### src/hdl/srhwa_pkg.sv
// Package with sizes, codes and shared types of the step-rate history block.
`default_nettype none
package srhwa_pkg;

  // Table depth and derived widths.
  localparam int unsigned HistDepth = 1024;
  localparam int unsigned AddrW     = $clog2(HistDepth);
  localparam int unsigned CntW      = $clog2(HistDepth + 1);

  // Input item kinds.
  typedef enum logic [1:0] {
    KIND_RECORD = 2'd0,
    KIND_QUERY  = 2'd1,
    KIND_CLEAR  = 2'd2,
    KIND_UNUSED = 2'd3
  } kind_e;

  // Result status codes.
  localparam logic StatusDone = 1'b0;
  localparam logic StatusFull = 1'b1;

  // Sequencer states.
  typedef enum logic [2:0] {
    ST_IDLE,
    ST_SCAN,
    ST_FINAL,
    ST_DRAIN,
    ST_DIV_START,
    ST_DIV_WAIT,
    ST_OUT
  } state_e;

  // Request to the divider.
  typedef struct packed {
    logic               start;
    logic signed [63:0] area;
    logic        [31:0] len;
  } div_req_t;

  // Answer from the divider.
  typedef struct packed {
    logic               done;
    logic signed [31:0] quotient;
  } div_rsp_t;

endpackage
`default_nettype wire

### src/hdl/srhwa_div.sv
// Restoring divider: signed 64-bit area by unsigned 32-bit length, one bit per cycle.
`default_nettype none
module srhwa_div (
  input  wire logic                clk_i,
  input  wire logic                rst_ni,
  input  wire srhwa_pkg::div_req_t req_i,
  output srhwa_pkg::div_rsp_t      rsp_o
);
  import srhwa_pkg::*;

  localparam int unsigned Steps = 64;
  localparam int unsigned StepW = $clog2(Steps);

  logic             busy_q, busy_d;
  logic             done_q, done_d;
  logic [StepW-1:0] cnt_q, cnt_d;
  logic [31:0]      rem_q, rem_d;
  logic [63:0]      quo_q, quo_d;
  logic [31:0]      len_q, len_d;
  logic             neg_q, neg_d;
  logic [32:0]      rem_sh;
  logic [32:0]      rem_sub;
  logic             sat;

  // One shift-and-subtract step per cycle.
  always_comb begin
    busy_d  = busy_q;
    done_d  = 1'b0;
    cnt_d   = cnt_q;
    rem_d   = rem_q;
    quo_d   = quo_q;
    len_d   = len_q;
    neg_d   = neg_q;
    rem_sh  = {rem_q, quo_q[63]};
    rem_sub = rem_sh - {1'b0, len_q};
    if (req_i.start) begin
      busy_d = 1'b1;
      cnt_d  = '0;
      rem_d  = '0;
      len_d  = req_i.len;
      neg_d  = req_i.area[63];
      quo_d  = req_i.area[63] ? 64'(-req_i.area) : 64'(req_i.area);
    end else if (busy_q) begin
      if (rem_sh >= {1'b0, len_q}) begin
        rem_d = rem_sub[31:0];
        quo_d = {quo_q[62:0], 1'b1};
      end else begin
        rem_d = rem_sh[31:0];
        quo_d = {quo_q[62:0], 1'b0};
      end
      cnt_d = cnt_q + StepW'(1);
      if (cnt_q == StepW'(Steps - 1)) begin
        busy_d = 1'b0;
        done_d = 1'b1;
      end
    end
  end

  // Control registers.
  always_ff @(posedge clk_i or negedge rst_ni) begin
    if (!rst_ni) begin
      busy_q <= 1'b0;
      done_q <= 1'b0;
      cnt_q  <= '0;
    end else begin
      busy_q <= busy_d;
      done_q <= done_d;
      cnt_q  <= cnt_d;
    end
  end

  // Datapath registers.
  always_ff @(posedge clk_i) begin
    rem_q <= rem_d;
    quo_q <= quo_d;
    len_q <= len_d;
    neg_q <= neg_d;
  end

  // Sign and saturation of the quotient.
  assign sat = |quo_q[63:31];
  always_comb begin
    rsp_o.done = done_q;
    if (neg_q) begin
      rsp_o.quotient = sat ? 32'sh8000_0000 : $signed(-quo_q[31:0]);
    end else begin
      rsp_o.quotient = sat ? 32'sh7fff_ffff : $signed(quo_q[31:0]);
    end
  end

endmodule
`default_nettype wire

### config.mk
export PLATFORM = sky130hd
export DESIGN_NAME = srhwa_div
export DESIGN_NICKNAME = d
export VERILOG_FILES = /design/src/hdl/srhwa_pkg.sv /design/src/hdl/srhwa_div.sv
export SDC_FILE = /design/constraint.sdc
export NUM_CORES = 1
export LEC_CHECK = 0
export BUFFER_PORTS_ARGS = -buffer_cell sky130_fd_sc_hd__buf_2
export CORE_MARGIN = 2
export CORE_UTILIZATION = 40
export DETAILED_ROUTE_END_ITERATION = 7
export HOLD_SLACK_MARGIN = 0.08
export PLACE_DENSITY = 0.72
export SLEW_MARGIN = 20
export SYNTH_ARGS = -nofsm -noshare
export SYNTH_HDL_FRONTEND = slang
export SYNTH_SLANG_ARGS = --single-unit
### constraint.sdc
create_clock -name clk_i -period 3.35 [get_ports clk_i]
set_clock_uncertainty 0.15 [all_clocks]
set_input_delay 0.1675 -clock clk_i [delete_from_list [all_inputs] [get_ports clk_i]]
set_output_delay 0.1675 -clock clk_i [all_outputs]
set_load 0.05 [all_outputs]
After elaboration in Yosys (flattened, before gate mapping). Index checks and enable logic that the tools add are counted.

Output and inout bits: 33. Logic and storage cells: 31. Register bits after elaboration: 137.

Mux-type cells: 16. Reductions and logical operators: 2. Order comparisons: 1. Equal/unequal tests: 1. $add $sub $neg: 4.

Operators by type and width (count): $mux 64 (3); $mux 32 (4); $neg 64->64 (1); $ge 33x32->1 (1); $reduce_or 33->1 (1); $neg 32->32 (1); $sub 32x32->32 (1); $mux 6 (2); $mux 1 (7); $add 6x1->6 const B (1); $eq 6x6->1 const B (1); $reduce_bool 2->1 (1).

Logic depth before layout (Yosys ltp).
Word-level depth: 4. Depth in mapped cells: 14. Depth with buffers taken out: 12.

Worst setup path before layout. No wires, ideal clock.

Kind: register to output. Start: register quo_q[42]. End: output rsp_o[27] (netlist name). Path buffers: 1. Cell stages (with the launch flop): 9. Setup slack: -0.558 ns. Arrival time: 3.591 ns. Cell sequence: edfxtp_1 > nor4_1 > nand2_1 > nor4_1 > nand4b_1 > inv_1 > nand2_1 > clkbuf_1 > o311ai_0.

RTL lines: from (decl) (RTL line srhwa_div.sv:18) `logic [63:0] quo_q, quo_d;`; from (signal assigned) (RTL line srhwa_div.sv:75) `quo_q <= quo_d;`; to (decl) (RTL line srhwa_div.sv:7) `output srhwa_pkg::div_rsp_t rsp_o`.

==> impl_metrics.csv <==
group,metric,value,unit
synth,synth_flop_cell,"edfxtp_1",
worst_setup_path,critPathMaxFanout,3,
synth,postSynthNetCount,1263,
timing,worstMarginPinSlew,1.153,ns
timing,post-route-min-period,3.930,ns
detailed_routing,drt-wirelength-per-cell,16.48,µm
worst_setup_path,endpoint_kind,"primary output",
min_path,hold_path.class,"primary input to register",
pwr,p_leak,5.398,nW
timing,drv_slew,0,
worst_setup_path,critical_path_buf_inv_count,1,
worst_setup_path,worstSetupPathType,"register to primary output",
outcome,violations,"setup timing",
cells_and_area,final_area,13290,µm²
worst_setup_path,max_stage_delay,0.45,ns
timing,hold_viol_final,0,
placed_design,port-buffer-count,131,
cells_and_area,fillerInstances,2062,
clock_network,cts_tree,"done",
detailed_routing,first_iter_violations,690,
global_routing,grt_max_degree,189,
clock_network,htreeDepth,4,
synth,syn_inst,1128,
die,design.core.area,23540,µm²
worst_setup_path,critPathTopFamily,"simple AND/OR/NAND/NOR gates",
die,start_util,40.91,%
detailed_routing,viasPerCell,5.684,
global_routing,grt_use_total,21.86,%
synth,synth-seq-cells,137,
timing,finalCritPeriodShare,117.3,%
global_routing,grt_pass1_wl,46220,µm
timing,fin_ws,-0.5795,ns
clock_network,cts-root-buf,"clkbuf_16",
die,dieArea,25340,µm²
clock_network,worstSkewPairLatency,0.43,ns
timing,setup_viol_count_final,21,
worst_setup_path,timing.critical_path.slowest_stage_cell,"or4_4",
clock_network,cts.path.max_buffers,2,
worst_setup_path,critPathArrivalTime,3.61,ns
worst_setup_path,crit_chain,"or3_1, or3_4, or3_4, or2_4, or4_4, or4_4, o41a_4, buf_6",
global_routing,first_global_vias,9528,
synth,synth_warnings,0,
cells_and_area,final_cells,1720,
global_routing,grt_antenna_before_repair,1,
timing,slew-limit-headroom,23.16,%
detailed_routing,wl,28350,µm
cells_and_area,syn2layout_area_growth,37.97,%
detailed_routing,drtPass1Iterations,6,
synth,yosys-top-cells-area,"edfxtp_1 30%, dfxtp_1 6.7%, xor2_1 6.2%",
synth,synth_top_area_share,30.24,%
placed_design,dpl.cell_count,1585,
die,dieHeight,159.2,µm
placed_design,pre_cts_ws,-0.1726,ns
synth,synth_edf_count,97,
cells_and_area,multi_input_area,5903,µm²
outcome,status,"complete, but fails checks",
clock_network,cts.reportedPaths.clkPinSlew,0.06,ns
detailed_routing,drtAntennaViolNets,0,
synth,synthMostInstantiatedCell,"nor2_1",
placed_design,place_area,11160,µm²
timing,fmax,254.5,MHz
placed_design,hpwlAfterDp,18350,µm
synth,synth_common_cells,"137 x nor2_1, 98 x nand2_1, 97 x edfxtp_1, 91 x a21oi_1, 79 x o21ai_0",
die,ios,132,
clock_network,cts_buffers,17,
cells_and_area,nNetsFinal,1522,
die,row_count,56,
cells_and_area,register_area,3755,µm²
detailed_routing,vias,9777,
detailed_routing,drcViolationCount,0,
pwr,finalPower,0.007303,W
pwr,power.density,549.5,nW/µm²
clock_network,cts_sinks,137,
global_routing,overflow,0,
synth,syn_area_per_cell,8.539,µm²
synth,yosysSeqAreaShare,38.97,%
cells_and_area,fin_util,56.45,%
synth,synth_top_cell_by_area,"edfxtp_1",
pwr,vdd_ir_drop_max,0.3183,mV
job,maxCapViolCount,0,
synth,yosys.cell_types.count,65,
worst_setup_path,start_kind,"register",
placed_design,gp_congestion,0.9351,
synth,async_flop_share,5.839,%
die,die_w,159.2,µm
cells_and_area,drive_gt1_share,24.79,%
worst_setup_path,required,3.03,ns
timing,rsz0062_at_grt,"true",
synth,synth_area,9632,µm²
## final timing paths
kind                             end  slack, ns  cells after the start  startpoint
hold reg to reg            rem_q[30]       0.33                      2   rem_q[30]
hold / removal             quo_q[60]       0.10                      3   req_i[92]
max in group asynchronous     busy_q       2.18                      3      rst_ni
min in group asynchronous     done_q       0.57                      3      rst_ni
setup reg to reg           rem_q[31]       0.15                     12   len_q[11]
setup / recovery           rsp_o[31]      -0.58                      8    quo_q[2]
## placed cells by master (no fill, tap or decap), types with 21 or more instances in the layout
cell           instances
inv_1                 46
buf_4                 95
dlygate4sd3_1         87
nand2_1               89
o21ai_0               69
buf_2                102
dfxtp_1               32
xnor2_1               21
ha_1                  34
nor2_1               135
a311oi_1              27
buf_6                 22
edfxtp_1              97
a21oi_1               90
nand3_1               41
xor2_1                67
## power by group
part | internal [W] | switching (W)
Sequential | 0.00214 | 0.000255
Combinational | 0.00131 | 0.00172
Clock | 0.00105 | 0.000828
## logic make-up after synthesis
kind of cell | count (synthesis) | share of synthesized area (%)
AO/OA/AOI/OAI | 326 | 22.16
AND/OR/NAND/NOR | 407 | 20.20
XOR/XNOR | 95 | 8.639
multiplexers | 3 | 0.3118
buffers and inverters | 124 | 4.962
adder cells (fa/ha/maj) | 36 | 4.754
flip-flops | 137 | 38.97
## metrics by stage
stage / setup TNS, ns / hold WS [ns]
after floorplan: -8.656 / -0.2781
after global placement: -0.9168 / -0.1228
after detailed placement: -1.607 / -0.1233
after CTS: -7.089 / 0.08183
after global routing: -9.674 / 0.09191
final: -7.232 / 0.1004
## final cells by class
class                      count  area share (%)
multi-input combinational    867           44.42
antenna                        1         0.01883
timing repair buffer         313           18.47
tap                          319           3.003
inverter                      51           1.478
clock inverter                15           1.149
clock buffer                  17           3.201
sequential                   137           28.26
## state kept, by name, indices dropped and copies added, names as in the netlist
name,cells
busy_q,1
len_q,32
quo_q,64
cnt_q,6
neg_q,1
rem_q,32
done_q,1
## worst register-to-register path, cell delays in order (launching register included)
cell,delay (ns)
edfxtp_1,0.36
inv_1,0.07
ha_1,0.23
o21ai_0,0.15
a21oi_1,0.08
o41a_1,0.33
a221o_1,0.38
o21ai_1,0.25
and2_1,0.27
nor4_4,0.07
buf_4,0.19
or4_1,0.50
o211ai_1,0.10
## repair_timing
| item | 4_1_cts | 5_1_grt |
|---|---|---|
| pin swaps | 13 | 11 |
| hold buffers | 87 | 0 |
| endpoints found under the setup margin | 31 | 78 |
| endpoints found under the hold margin | 102 | 0 |
| setup buffers | 10 | 7 |
| resized for setup | 100 | 63 |
## layer usage
| layer | part of all wire, % | up-vias | track usage [%] |
|---|---|---|---|
| li1 | - | 4690 | - |
| met1 | 43 | 4657 | 27.61 |
| met2 | 49 | 367 | 37.67 |
| met4 | 2.9 | 0 | 8.099 |
| met3 | 5.7 | 63 | 3.569 |
| met5 | 0 | - | 0 |
Power figures use the tool's default switching activity.
